**src/rtl/pwc_pkg.sv**
```systemverilog
`default_nettype none

package pwc_pkg;

  // Operating modes; the encoding is also the value on the status output.
  typedef enum logic [2:0] {
    MODE_IDLE       = 3'd0,
    MODE_TIMING     = 3'd1,
    MODE_AUTO_CLOSE = 3'd2,
    MODE_MAN_CLOSE  = 3'd3,
    MODE_AUTO_OPEN  = 3'd4,
    MODE_MAN_OPEN   = 3'd5,
    MODE_PAUSE      = 3'd6,
    MODE_REVERSE    = 3'd7
  } mode_t;

  // Configuration register indexes.
  localparam logic [2:0] REG_AUTO_HOLD  = 3'd0;
  localparam logic [2:0] REG_MOVE_PER   = 3'd1;
  localparam logic [2:0] REG_PAUSE      = 3'd2;
  localparam logic [2:0] REG_REVERSE    = 3'd3;
  localparam logic [2:0] REG_MAX_POS    = 3'd4;

  // Register values after reset.
  localparam logic [15:0] AUTO_HOLD_RST = 16'd1000;
  localparam logic [15:0] MOVE_PER_RST  = 16'd100;
  localparam logic [15:0] PAUSE_RST     = 16'd500;
  localparam logic [15:0] REVERSE_RST   = 16'd500;
  localparam logic [7:0]  MAX_POS_RST   = 8'd40;

  // Saturating 16-bit increment used by all tick counters.
  function automatic logic [15:0] sat_inc(input logic [15:0] v);
    sat_inc = (v == 16'hFFFF) ? 16'hFFFF : v + 16'd1;
  endfunction

endpackage

`default_nettype wire

```
**src/rtl/power_window_controller.sv**
```systemverilog
`default_nettype none

// Power window controller. Every input transfer is one sampled tick carrying
// the button, lock, limit switch and obstacle levels; every tick yields exactly
// one result transfer with the motor drive, buzzer, tracked position, mode
// status and lock indication as they stand at the end of that tick. The mode
// logic, press timer, move timer and position are updated in a single pass at
// the clock edge that takes the tick, and the result lands in an output
// register. With the output side draining, one tick is taken in every cycle;
// the input is stalled only while a result waits in the output register and
// the output side stalls. Configuration registers (auto hold, move period,
// obstacle pause, reverse time, maximum position) are written through the cfg
// channel, which is always ready, and should be written only while no tick is
// in flight.
module power_window_controller
  import pwc_pkg::*;
(
  input  wire logic        clk,
  input  wire logic        rst,

  // Configuration write channel.
  input  wire logic        cfg_valid,
  output logic             cfg_ready,
  input  wire logic [2:0]  cfg_index,
  input  wire logic [15:0] cfg_data,

  // Tick input channel.
  input  wire logic        in_valid,
  output logic             in_stall,
  input  wire logic        driver_up,
  input  wire logic        driver_down,
  input  wire logic        passenger_up,
  input  wire logic        passenger_down,
  input  wire logic        passenger_lock,
  input  wire logic        upper_limit,
  input  wire logic        lower_limit,
  input  wire logic        obstacle,

  // Result output channel.
  output logic             out_valid,
  input  wire logic        out_stall,
  output logic             close_drive,
  output logic             open_drive,
  output logic             buzzer,
  output logic [7:0]       position,
  output logic [2:0]       status,
  output logic             passenger_locked
);

  // Configuration registers.
  logic [15:0] auto_hold_ticks;
  logic [15:0] move_period_ticks;
  logic [15:0] obstacle_pause_ticks;
  logic [15:0] reverse_ticks;
  logic [7:0]  max_position;

  // Controller state.
  mode_t       mode, mode_next;
  logic        press_is_up, press_is_up_next;
  logic        press_from_driver, press_from_driver_next;
  logic [15:0] phase_timer, phase_timer_next;
  logic [15:0] move_timer, move_timer_next;
  logic [7:0]  window_position, window_position_next;

  logic        in_accept;
  logic        drv_req;
  logic        pas_req;
  logic        held;
  logic        travel;
  logic [7:0]  pos_forced;
  logic [7:0]  pos_lim;
  logic [15:0] pt_inc;
  logic [15:0] mt_inc;

  assign cfg_ready = 1'b1;

  // A waiting result that cannot leave blocks the next tick.
  assign in_stall  = out_valid && out_stall;
  assign in_accept = in_valid && !in_stall;

  always_ff @(posedge clk) begin
    if (rst) begin
      auto_hold_ticks      <= AUTO_HOLD_RST;
      move_period_ticks    <= MOVE_PER_RST;
      obstacle_pause_ticks <= PAUSE_RST;
      reverse_ticks        <= REVERSE_RST;
      max_position         <= MAX_POS_RST;
    end else if (cfg_valid && cfg_ready) begin
      unique case (cfg_index)
        REG_AUTO_HOLD: auto_hold_ticks      <= cfg_data;
        REG_MOVE_PER:  move_period_ticks    <= cfg_data;
        REG_PAUSE:     obstacle_pause_ticks <= cfg_data;
        REG_REVERSE:   reverse_ticks        <= cfg_data;
        REG_MAX_POS:   max_position         <= cfg_data[7:0];
        default: ;
      endcase
    end
  end

  assign drv_req = driver_up || driver_down;
  assign pas_req = !passenger_lock && (passenger_up || passenger_down);

  // Whether the button that started the current press is still held.
  always_comb begin
    if (press_from_driver) begin
      held = press_is_up ? driver_up : driver_down;
    end else begin
      held = press_is_up ? passenger_up : passenger_down;
    end
  end

  // Limit switches force the tracked position first (upper wins), then the
  // position is clamped to the configured maximum.
  always_comb begin
    if (upper_limit) begin
      pos_forced = max_position;
    end else if (lower_limit) begin
      pos_forced = 8'd0;
    end else begin
      pos_forced = window_position;
    end
    pos_lim = (pos_forced > max_position) ? max_position : pos_forced;
  end

  // Next-state logic for one tick.
  always_comb begin
    mode_next              = mode;
    press_is_up_next       = press_is_up;
    press_from_driver_next = press_from_driver;
    phase_timer_next       = phase_timer;
    move_timer_next        = move_timer;
    window_position_next   = pos_lim;
    travel                 = 1'b0;
    pt_inc                 = sat_inc(phase_timer);
    mt_inc                 = 16'd0;

    if (mode != MODE_IDLE && mode != MODE_PAUSE && mode != MODE_REVERSE &&
        !press_from_driver && (drv_req || passenger_lock)) begin
      // A passenger press is cut short by a driver button or the lock.
      if (drv_req) begin
        press_from_driver_next = 1'b1;
        press_is_up_next       = driver_up;
        phase_timer_next       = 16'd0;
        mode_next              = MODE_TIMING;
      end else begin
        mode_next = MODE_IDLE;
      end
    end else begin
      unique case (mode)
        MODE_IDLE: begin
          if (drv_req || pas_req) begin
            press_from_driver_next = drv_req;
            press_is_up_next       = drv_req ? driver_up : passenger_up;
            phase_timer_next       = 16'd0;
            mode_next              = MODE_TIMING;
          end
        end
        MODE_TIMING: begin
          if (held) begin
            phase_timer_next = pt_inc;
            if (pt_inc > auto_hold_ticks) begin
              mode_next       = press_is_up ? MODE_MAN_CLOSE : MODE_MAN_OPEN;
              move_timer_next = 16'd0;
              travel          = 1'b1;
            end
          end else begin
            mode_next       = press_is_up ? MODE_AUTO_CLOSE : MODE_AUTO_OPEN;
            move_timer_next = 16'd0;
            travel          = 1'b1;
          end
        end
        MODE_PAUSE: begin
          if (pt_inc >= obstacle_pause_ticks) begin
            mode_next        = MODE_REVERSE;
            phase_timer_next = 16'd0;
            move_timer_next  = 16'd0;
          end else begin
            phase_timer_next = pt_inc;
          end
        end
        MODE_REVERSE: begin
          if (lower_limit || phase_timer >= reverse_ticks) begin
            mode_next = MODE_IDLE;
          end else begin
            phase_timer_next = pt_inc;
            mt_inc           = sat_inc(move_timer);
            if (mt_inc >= move_period_ticks) begin
              move_timer_next = 16'd0;
              if (pos_lim != 8'd0) begin
                window_position_next = pos_lim - 8'd1;
              end
            end else begin
              move_timer_next = mt_inc;
            end
          end
        end
        MODE_AUTO_CLOSE, MODE_MAN_CLOSE, MODE_AUTO_OPEN, MODE_MAN_OPEN: begin
          travel = 1'b1;
        end
        default: ;
      endcase

      if (travel) begin
        mt_inc = sat_inc(move_timer_next);
        if (mode_next == MODE_AUTO_CLOSE || mode_next == MODE_MAN_CLOSE) begin
          if (upper_limit || pos_lim >= max_position ||
              (mode_next == MODE_MAN_CLOSE && !held)) begin
            mode_next = MODE_IDLE;
          end else if (obstacle) begin
            mode_next        = MODE_PAUSE;
            phase_timer_next = 16'd0;
          end else if (mt_inc >= move_period_ticks) begin
            move_timer_next      = 16'd0;
            window_position_next = pos_lim + 8'd1;
          end else begin
            move_timer_next = mt_inc;
          end
        end else begin
          if (lower_limit || pos_lim == 8'd0 ||
              (mode_next == MODE_MAN_OPEN && !held)) begin
            mode_next = MODE_IDLE;
          end else if (mt_inc >= move_period_ticks) begin
            move_timer_next      = 16'd0;
            window_position_next = pos_lim - 8'd1;
          end else begin
            move_timer_next = mt_inc;
          end
        end
      end
    end
  end

  always_ff @(posedge clk) begin
    if (rst) begin
      mode              <= MODE_IDLE;
      press_is_up       <= 1'b0;
      press_from_driver <= 1'b0;
      phase_timer       <= 16'd0;
      move_timer        <= 16'd0;
      window_position   <= 8'd0;
    end else if (in_accept) begin
      mode              <= mode_next;
      press_is_up       <= press_is_up_next;
      press_from_driver <= press_from_driver_next;
      phase_timer       <= phase_timer_next;
      move_timer        <= move_timer_next;
      window_position   <= window_position_next;
    end
  end

  // Output register: loaded with each tick's result, held while stalled.
  always_ff @(posedge clk) begin
    if (rst) begin
      out_valid <= 1'b0;
    end else if (in_accept) begin
      out_valid <= 1'b1;
    end else if (!out_stall) begin
      out_valid <= 1'b0;
    end
  end

  always_ff @(posedge clk) begin
    if (in_accept) begin
      close_drive      <= (mode_next == MODE_AUTO_CLOSE) ||
                          (mode_next == MODE_MAN_CLOSE);
      open_drive       <= (mode_next == MODE_AUTO_OPEN) ||
                          (mode_next == MODE_MAN_OPEN) ||
                          (mode_next == MODE_REVERSE);
      buzzer           <= (mode_next == MODE_PAUSE) ||
                          (mode_next == MODE_REVERSE);
      position         <= window_position_next;
      status           <= mode_next;
      passenger_locked <= passenger_lock;
    end
  end

endmodule

`default_nettype wire

```
**config.mk**
```make
export PLATFORM = sky130hd
export DESIGN_NAME = power_window_controller
export DESIGN_NICKNAME = d
export VERILOG_FILES = /design/src/rtl/pwc_pkg.sv /design/src/rtl/power_window_controller.sv
export SDC_FILE = /design/constraint.sdc
export NUM_CORES = 1
export LEC_CHECK = 0
export BUFFER_PORTS_ARGS = -buffer_cell sky130_fd_sc_hd__buf_2
export CAP_MARGIN = 20
export CELL_PAD_IN_SITES_DETAIL_PLACEMENT = 1
export CELL_PAD_IN_SITES_GLOBAL_PLACEMENT = 1
export CORE_MARGIN = 5
export CORE_UTILIZATION = 40
export DETAILED_ROUTE_END_ITERATION = 6
export PLACE_DENSITY_LB_ADDON = 0.2
export SLEW_MARGIN = 15
export SYNTH_ARGS = -nofsm -noshare
export SYNTH_HDL_FRONTEND = slang
export SYNTH_SLANG_ARGS = --single-unit
```
**constraint.sdc**
```tcl
create_clock -name clk -period 9.9 [get_ports clk]
set_input_delay 1.98 -clock clk [delete_from_list [all_inputs] [get_ports clk]]
set_output_delay 1.98 -clock clk [all_outputs]
set_load 0.05 [all_outputs]
```
; Word level (Yosys, flattened, before mapping)
; Index checks and enable logic that the tools add are counted.
[totals]
in_bits = 32
out_inout_bits = 18
wordCells = 177
register_bits = 133
[classes]
reduce_logical = 43
muxes = 76
eq_ne = 27
n_addsub = 5
bitwise = 1
order_cmp = 7
[op_table]
columns = cell, count
row1 = 2-to-1 mux 16 bit, 25
row2 = 2-to-1 mux 8 bit, 15
row3 = >= comparator 16 bit, 4
row4 = case mux 16 bit (4 select lines), 1
row5 = adder 16 x 1 -> 16 bit (second input constant), 3
row6 = equality test 16 bit (second input constant), 3
row7 = case mux 16 bit (3 select lines), 1
row8 = 2-to-1 mux 3 bit, 14
row9 = equality test 3 bit (second input constant), 10
row10 = equality test 3 x 2 -> 1 bit (second input constant), 8
row11 = 2-to-1 mux 1 bit, 18
row12 = > comparator 16 bit, 1
row13 = logical OR 1 bit, 14
row14 = AND reduction 2 bit, 7
row15 = case mux 3 bit (4 select lines), 1
row16 = logical AND 1 bit, 9
row17 = adder 8 x 1 -> 8 bit (second input constant), 1
row18 = >= comparator 8 bit, 1
row19 = > comparator 8 bit, 1
row20 = logical NOT 8 bit, 1
row21 = nonzero test 8 bit, 1
row22 = subtractor 8 x 1 -> 8 bit (second input constant), 1
row23 = equality test 3 x 1 -> 1 bit (second input constant), 2
row24 = logical NOT 3 bit, 2
row25 = 10 further kinds, 15

; Longest topological paths before layout
; Gate-level depths: netlist (run 1).
[logic_depth]
word_depth = 17
depth_mapped = 35

; Worst setup path before layout (run 1)
; No wires, ideal clock.
[synth_path]
kind = flip-flop to flip-flop
start = register phase_timer[0]
end = register move_timer[7]
period_less_slack_ns = 7.805
stages_incl_launch_ff = 34
t_arrival_ns = 7.746
slack_ns = 2.095
cell_sequence = dfxtp_1 -> ha_1 -> inv_1 -> nor4_1 -> nand3_1 -> clkbuf_1 -> nand2_1 -> ha_1 -> nand4_1 -> nor4_1 -> a21boi_0 -> nor4_1 -> or4_1 -> buf_6 -> buf_12 -> buf_4 -> a22oi_1 -> inv_1 -> ha_1 -> nand3_1 -> or4_4 -> clkbuf_1 -> nand2_1 -> ha_1 -> a21o_1 -> a31oi_1 -> o21ai_0 -> a2111o_1 -> a21oi_1 -> nor3_1 -> nor4_2 -> and2b_1 -> a2111oi_1 -> a22o_1
[synth_between]
elab_chain_cells = 15
elab_cells_between_ends = 41
cone_classes = 2 x add/sub / 4 x order compare / 5 x eq/ne / 24 x mux / 6 x reduce/logical
[synth_lines]
columns = element, line
row1 = from (decl), power_window_controller.sv:61  ; logic [15:0] phase_timer, phase_timer_next;
row2 = from (signal assigned), power_window_controller.sv:245  ; phase_timer <= phase_timer_next;
row3 = adder 16 x 1 -> 16 bit or equality test 16 bit (tied branches), pwc_pkg.sv:33  ; sat_inc = (v == 16'hFFFF) ? 16'hFFFF : v + 16'd1;
row4 = 2-to-1 mux 16 bit, pwc_pkg.sv:33
row5 = > comparator 16 bit, power_window_controller.sv:161  ; if (pt_inc > auto_hold_ticks) begin
row6 = 2-to-1 mux 16 bit, power_window_controller.sv:161
row7 = 2-to-1 mux 16 bit, power_window_controller.sv:159  ; if (held) begin
row8 = case mux 16 bit (3 select lines), power_window_controller.sv:149  ; unique case (mode)
row9 = 2-to-1 mux 16 bit, power_window_controller.sv:137  ; if (mode != MODE_IDLE && mode != MODE_PAUSE && mode != MODE_REVERSE &&
row10 = adder 16 x 1 -> 16 bit or equality test 16 bit (tied branches), pwc_pkg.sv:33
row11 = 2-to-1 mux 16 bit, pwc_pkg.sv:33
row12 = >= comparator 16 bit, "power_window_controller.sv:212, power_window_controller.sv:222"
row13 = 2-to-1 mux 16 bit, "power_window_controller.sv:212, power_window_controller.sv:222"
row14 = 2-to-1 mux 16 bit, power_window_controller.sv:209  ; end else if (obstacle) begin
row15 = 2-to-1 mux 16 bit, power_window_controller.sv:206  ; if (upper_limit || pos_lim >= max_position ||
row16 = 2-to-1 mux 16 bit, power_window_controller.sv:205  ; if (mode_next == MODE_AUTO_CLOSE || mode_next == MODE_MAN_CLOSE) begin
row17 = 2-to-1 mux 16 bit *, power_window_controller.sv:203  ; if (travel) begin
row18 = to (signal assigned), power_window_controller.sv:246  ; move_timer <= move_timer_next;
row19 = to (decl), power_window_controller.sv:62  ; logic [15:0] move_timer, move_timer_next;
; Every way passes the cells marked *; elsewhere a longest branch is shown, timed or not. The select of a mux whose other input is x is not followed.
; A chain may end at the register's enable or synchronous reset.

; Final worst setup path (run 1)
; Ends and elaborated chain as after synthesis.

==> impl_metrics.json, run 1 <==
{
  "cts_resized": 0,
  "cpMostUsedCell": "ha_1",
  "worst-setup-path-type": "flip-flop to flip-flop",
  "gp_congestion": 0.901,
  "antenna_found_initial": 0,
  "min_period_over_period_pct": 93.4,
  "synth.net_count": 1525,
  "io_buffers": 48,
  "synthCells": 1391,
  "fp.dieW_microns": 171,
  "ys_ff_latch": 133,
  "worstMarginPinSlew_ns": 0.985,
  "clockBufferDepth": 2,
  "status": "finished clean",
  "clock_skew_ns": 0.0120,
  "finalNonFillerCells": 1758,
  "antennaDiodeCount": 0,
  "p_leak_nw": 4.75,
  "rsz0062_at_grt": "false",
  "route.detailed.drc": 0,
  "ctsHoldBuffers": 0,
  "placed_cells": 1724,
  "ys_types": 86,
  "critical_path.slowest_cell": "nor4_1",
  "drtIter0Drc": 673,
  "synth.most_common_cell": "nand2_1",
  "swShare_pct": 33.9,
  "cts_tree": "built",
  "synth_flop_cell": "dfxtp_1",
  "cts.clk_slew.worst_paths_ns": 0.06,
  "clockPowerShare_pct": 41.8,
  "grt_max_degree": 41,
  "drt_wl_total_mm": 37.9,
  "synth_edf_count": 15,
  "antenna_left": 0,
  "max_freq_mhz": 108,
  "switchingPower_uw": 560,
  "grt_pass1_vias": 10700,
  "dieArea_sq_mm": 0.0292,
  "synthArstFlopShare_pct": 0,
  "fin_area_sq_mm": 0.0115,
  "fin_ws_ns": 0.657,
  "internal-power_mw": 1.09,
  "place_ws_ns": 0.980,
  "placed_area_sq_mm": 0.0109,
  "row_count": 59,
  "powerDensity_mw_per_mm2": 144,
  "combPwrFrac_pct": 22.5,
  "areaGrowthSynthToFinish_pct": 10.9,
  "critical_path.startpoint_type": "flip-flop",
  "insertion_delay_ns": 0.43,
  "power_mw": 1.65,
  "ios": 50,
  "syn_area_sq_mm": 0.0104,
  "min_delay_worst_endpoint": "auto_hold_ticks[13]",
  "die_y_microns": 171,
  "yosysSeqAreaShare_pct": 27.1,
  "relSlewSlack_pct": 34.3,
  "ys_top_cells_by_area": "dfxtp_1, ha_1, nand2_1",
  "crit_path_start": "phase_timer[0]",
  "cp_max_fo": 17,
  "required_ns": 10.27,
  "seqPwrFrac_pct": 35.7,
  "ir_worst_vdd_mv": 0.0783,
  "setup_violations": 0,
  "worstReg2RegEnd": "move_timer[7]",
  "cts-root-buf": "clkbuf_16",
  "synth_common_cells": "nand2_1, a21oi_1, dfxtp_1",
  "grt_pass1_wl_mm": 59.3,
  "reg2reg_from": "phase_timer[0]",
  "setup_tns_ns": 0,
  "yosysWarnings": 0,
  "slew_violations": 0,
  "synth_top_area_share_pct": 22.8,
  "overflow": 0,
  "min_path_type": "flip-flop to flip-flop",
  "routedWlPerCell_microns": 21.6,
  "coreArea_sq_mm": 0.0258,
  "cts_made_buffers": 17,
  "min_path_cells": 2,
  "hpwl_mm": 28.5,
  "firstDrtPassIters": 5,
  "worstPathArrival_ns": 9.62,
  "yosysTopAreaCell": "dfxtp_1",
  "vias": 10600,
  "fin_crit_ns": 9.24,
  "maxCapViolCount": 0,
  "reg2reg_slack_ns": 0.66,
  "h-tree-depth": 4,
  "r2r_cells": 28,
  "hold_start": "auto_hold_ticks[13]",
  "clock-sinks": 133,
  "cp-end-kind": "flip-flop",
  "cpPeakStageDelay_ns": 0.67,
  "postCtsSetupBuffers": 0,
  "start_util_pct": 40.2,
  "drive_gt1_share_pct": 8.71,
  "hold_viol": 0,
  "nets": 1544,
  "vias_per_cell": 6.01,
  "avgSynthCellArea_sq_um": 7.45,
  "grt_use_total_pct": 26.0
}
==> metrics by stage <==
| step | hold slack, ns | utilization [%] |
|---|---|---|
| after floorplan | 0.436 | - |
| after global placement | 0.442 | 42.2 |
| after detailed placement | 0.448 | 42.2 |
| after CTS | 0.458 | 44.5 |
| after global routing | 0.471 | 44.6 |
| final | 0.455 | 44.6 |
==> placed cells by master, fill, tap and decap left out, drive strengths merged, types with 5 or more instances in the layout <==
cell / count
buf: 68
a22oi: 21
inv: 107
o21ai: 70
nor2: 87
a21boi: 5
nand2b: 13
a21oi: 130
a21o: 18
and2: 11
o21a: 13
edfxtp: 15
nor2b: 11
xor2: 7
o32ai: 7
a211oi: 8
mux2i: 14
a22o: 12
o211ai: 28
nor3: 29
nor4: 22
clkbuf: 18
a31oi: 17
o31a: 6
clkinv: 5
a221oi: 15
dfxtp: 118
ha: 102
mux2: 5
or3: 8
nand3: 40
xnor2: 24
nand4: 19
nand2: 256
or4: 8
and3: 12
o22ai: 5
==> final cells by class <==
| class | count | area (sq um) |
|---|---|---|
| sequential | 133 | 2810 |
| timing repair buffer | 68 | 392 |
| fill | 3219 | 14300 |
| tap | 335 | 419 |
| clock buffer | 18 | 429 |
| inverter | 101 | 379 |
| clock inverter | 14 | 188 |
| multi-input combinational | 1089 | 6870 |
==> metal layers <==
metal | share of wire, % | GRT usage [%]
met1 | 44 | 33.0
met2 | 46 | 43.3
met3 | 4.1 | 3.79
met4 | 5.2 | 12.8
met5 | 0 | 0
==> how the worst max path moves through the flow <==
stage	endpoint	slack (ns)
finish	move_timer[7]	0.66
global route	move_timer[7]	0.13
CTS	move_timer[7]	0.85
detailed placement	move_timer[7]	0.98
global placement	move_timer[7]	1.21
floorplan	move_timer[7]	2.09
==> registers in the layout (all words and copies together), names as in the netlist, 3 cells and up <==
| signal | flops |
|---|---|
| mode | 3 |
| status | 3 |
| max_position | 8 |
| phase_timer | 16 |
| move_timer | 16 |
| window_position | 8 |
| move_period_ticks | 16 |
| auto_hold_ticks | 16 |
| position | 8 |
| reverse_ticks | 16 |
| obstacle_pause_ticks | 16 |
==> cells by family (layout without fill, tap and decap cells) <==
family	count (synthesis)	after routing	share of synthesized area, %
and+or+nand+nor	536	536	24.1
AOI/OAI and AO/OA	400	400	25.3
buffers and inverters	169	201	6.57
DFF	133	133	27.1
adders and majority gates	102	102	12.3
xor gates and xnor gates	31	31	2.62
muxes	19	19	1.90
other	1	1	0.0362
==> power by group through the flow <==
stage / logic, mW / registers, mW / clock network [mW]
finish: 0.372 / 0.590 / 0.690
detailed placement: 0.365 / 0.602 / 0
floorplan: 0.235 / 0.617 / 0
CTS: 0.369 / 0.590 / 0.695
global route: 0.407 / 0.593 / 0.725
global placement: 0.357 / 0.601 / 0
==> worst max-delay path: cells and delay by family, from the launching register on <==
kind,cells,cell delay [ns]
adders and majority gates,3,0.79
and+or+nand+nor,12,4.37
DFF,1,0.42
buffers and inverters,3,0.61
AOI/OAI and AO/OA,10,2.99
(Power assumes the default switching activity.)
==> run 2: changes to the inputs <==
- CELL_PAD_IN_SITES_DETAIL_PLACEMENT: 1 -> 0
- CELL_PAD_IN_SITES_GLOBAL_PLACEMENT: 1 -> 2
- CORE_UTILIZATION: 40 -> 37
==> run 2 against run 1 <==
Final area increased by 0.16%; utilization decreased by 3.1 points; maximum frequency increased by 3.0%; worst setup slack improved by 0.27 ns; power decreased by 3.7%; clock-buffer cell count unchanged; critical endpoint unchanged; first-iteration DRC count increased by 23%; flip-flop and latch count unchanged; cell count increased by 2.6%; non-clock buffer count increased by 2; wire length decreased by 2.9%; register-to-register slack improved by 0.27 ns.
==> impl_metrics.json, run 2 (synthesis gave the netlist of run 1 again) <==
{
  "fp.dieW_microns": 177,
  "insertion_delay_ns": 0.44,
  "io_buffers": 48,
  "areaGrowthSynthToFinish_pct": 11.1,
  "grt_pass1_wl_mm": 57.0,
  "placed_cells": 1770,
  "hold_viol": 0,
  "setup_violations": 0,
  "min_path_type": "flip-flop to flip-flop",
  "die_y_microns": 177,
  "slew_violations": 0,
  "ir_worst_vdd_mv": 0.114,
  "clock-sinks": 133,
  "p_leak_nw": 4.73,
  "grt_max_degree": 65,
  "critical_path.startpoint_type": "flip-flop",
  "vias_per_cell": 5.67,
  "antennaDiodeCount": 0,
  "cts_made_buffers": 17,
  "grt_pass1_vias": 9613,
  "critical_path.slowest_cell": "or4_4",
  "routedWlPerCell_microns": 20.4,
  "mostFrequentLayoutCells": "nand2_1, a21oi_1, dfxtp_1, ha_1, inv_1",
  "maxCapViolCount": 0,
  "fillers": 2925,
  "rsz0062_at_grt": "false",
  "fin_crit_ns": 8.97,
  "min_period_over_period_pct": 90.6,
  "worstMarginPinSlew_ns": 0.945,
  "cts_tree": "built",
  "postCtsSetupBuffers": 0,
  "nets": 1546,
  "firstDrtPassIters": 5,
  "cp-end-kind": "flip-flop",
  "drive_gt1_share_pct": 8.98,
  "dieArea_sq_mm": 0.0314,
  "finalNonFillerCells": 1803,
  "grt_use_total_pct": 23.4,
  "status": "finished clean",
  "antenna_left": 0,
  "overflow": 0,
  "cts.clk_slew.worst_paths_ns": 0.08,
  "h-tree-depth": 4,
  "powerDensity_mw_per_mm2": 138,
  "worstPathArrival_ns": 9.34,
  "drtIter0Drc": 828,
  "ios": 50,
  "cpMostUsedCell": "ha_1",
  "final_common_cell": "nand2_1",
  "setup_tns_ns": 0,
  "vias": 10200,
  "worst-setup-path-type": "flip-flop to flip-flop",
  "clock_skew_ns": 0.0232,
  "cpPeakStageDelay_ns": 0.70,
  "coreArea_sq_mm": 0.0277,
  "max_freq_mhz": 111,
  "required_ns": 10.27,
  "cts-root-buf": "clkbuf_16",
  "hpwl_mm": 27.7,
  "antenna_found_initial": 0,
  "cp_max_fo": 17,
  "relSlewSlack_pct": 36.9,
  "route.detailed.drc": 0,
  "gp_congestion": 0.873,
  "ctsHoldBuffers": 0,
  "start_util_pct": 37.4,
  "drt_wl_total_mm": 36.8,
  "clockBufferDepth": 2,
  "cts_resized": 0,
  "row_count": 61
}
[run 2: cell type report]
class,count,area (sq um),share of cell area (%)
Multi-Input combinational cell,1089,6880,59.8
Sequential cell,133,2810,24.4
Tap cell,378,473,4.11
Clock buffer,18,439,3.81
Timing Repair Buffer,70,403,3.50
Inverter,101,379,3.29
Clock inverter,14,126,1.10
[run 2: where the power goes]
group | total (mW) | leakage [nW] | switching [mW] | internal, mW
logic | 0.366 | 3.35 | 0.250 | 0.116
clock network | 0.635 | 0.279 | 0.296 | 0.339
registers | 0.591 | 1.11 | 0.0211 | 0.570
[run 2: routing by layer]
metal	wire length (microns)	track usage [%]	share of wire, %	vias to the layer above
met5	0	0	0	-
met4	892	6.51	2.4	0
met3	1520	2.85	4.1	49
met2	17300	39.0	47	249
met1	17100	32.0	46	4858
li1	-	-	-	5063
[run 2: per-stage QoR]
step           setup slack, ns  instance area (sq um)  util, %  power (mW)  hold WS, ns
6_report                 0.929                  11500     41.6        1.59        0.453
5_1_grt                 0.0727                  11500     41.6        1.67        0.473
4_1_cts                  0.892                  11500     41.5        1.60        0.456
3_5_place_dp             0.948                  10900     39.5       0.965        0.447
3_3_place_gp              1.25                  10900     39.5       0.966        0.443
2_1_floorplan             2.09                  10400        -       0.853        0.436
[run 2: path summary, 6_finish.rpt]
path                        start                   end  slack (ns)  cells after the start
min reg2reg  move_period_ticks[3]  move_period_ticks[3]        0.45                      2
max reg2reg        phase_timer[0]         move_timer[7]        0.93                     31
max                phase_timer[0]         move_timer[7]        0.93                     31
min          move_period_ticks[3]  move_period_ticks[3]        0.45                      2
[run 2: worst max-delay path, delay by kind of cell, from the launching register on]
kind | cells | cell delay (ns)
and+or+nand+nor | 13 | 4.47
AOI/OAI and AO/OA | 9 | 1.99
adders and majority gates | 4 | 0.99
buffers and inverters | 5 | 0.96
DFF | 1 | 0.46
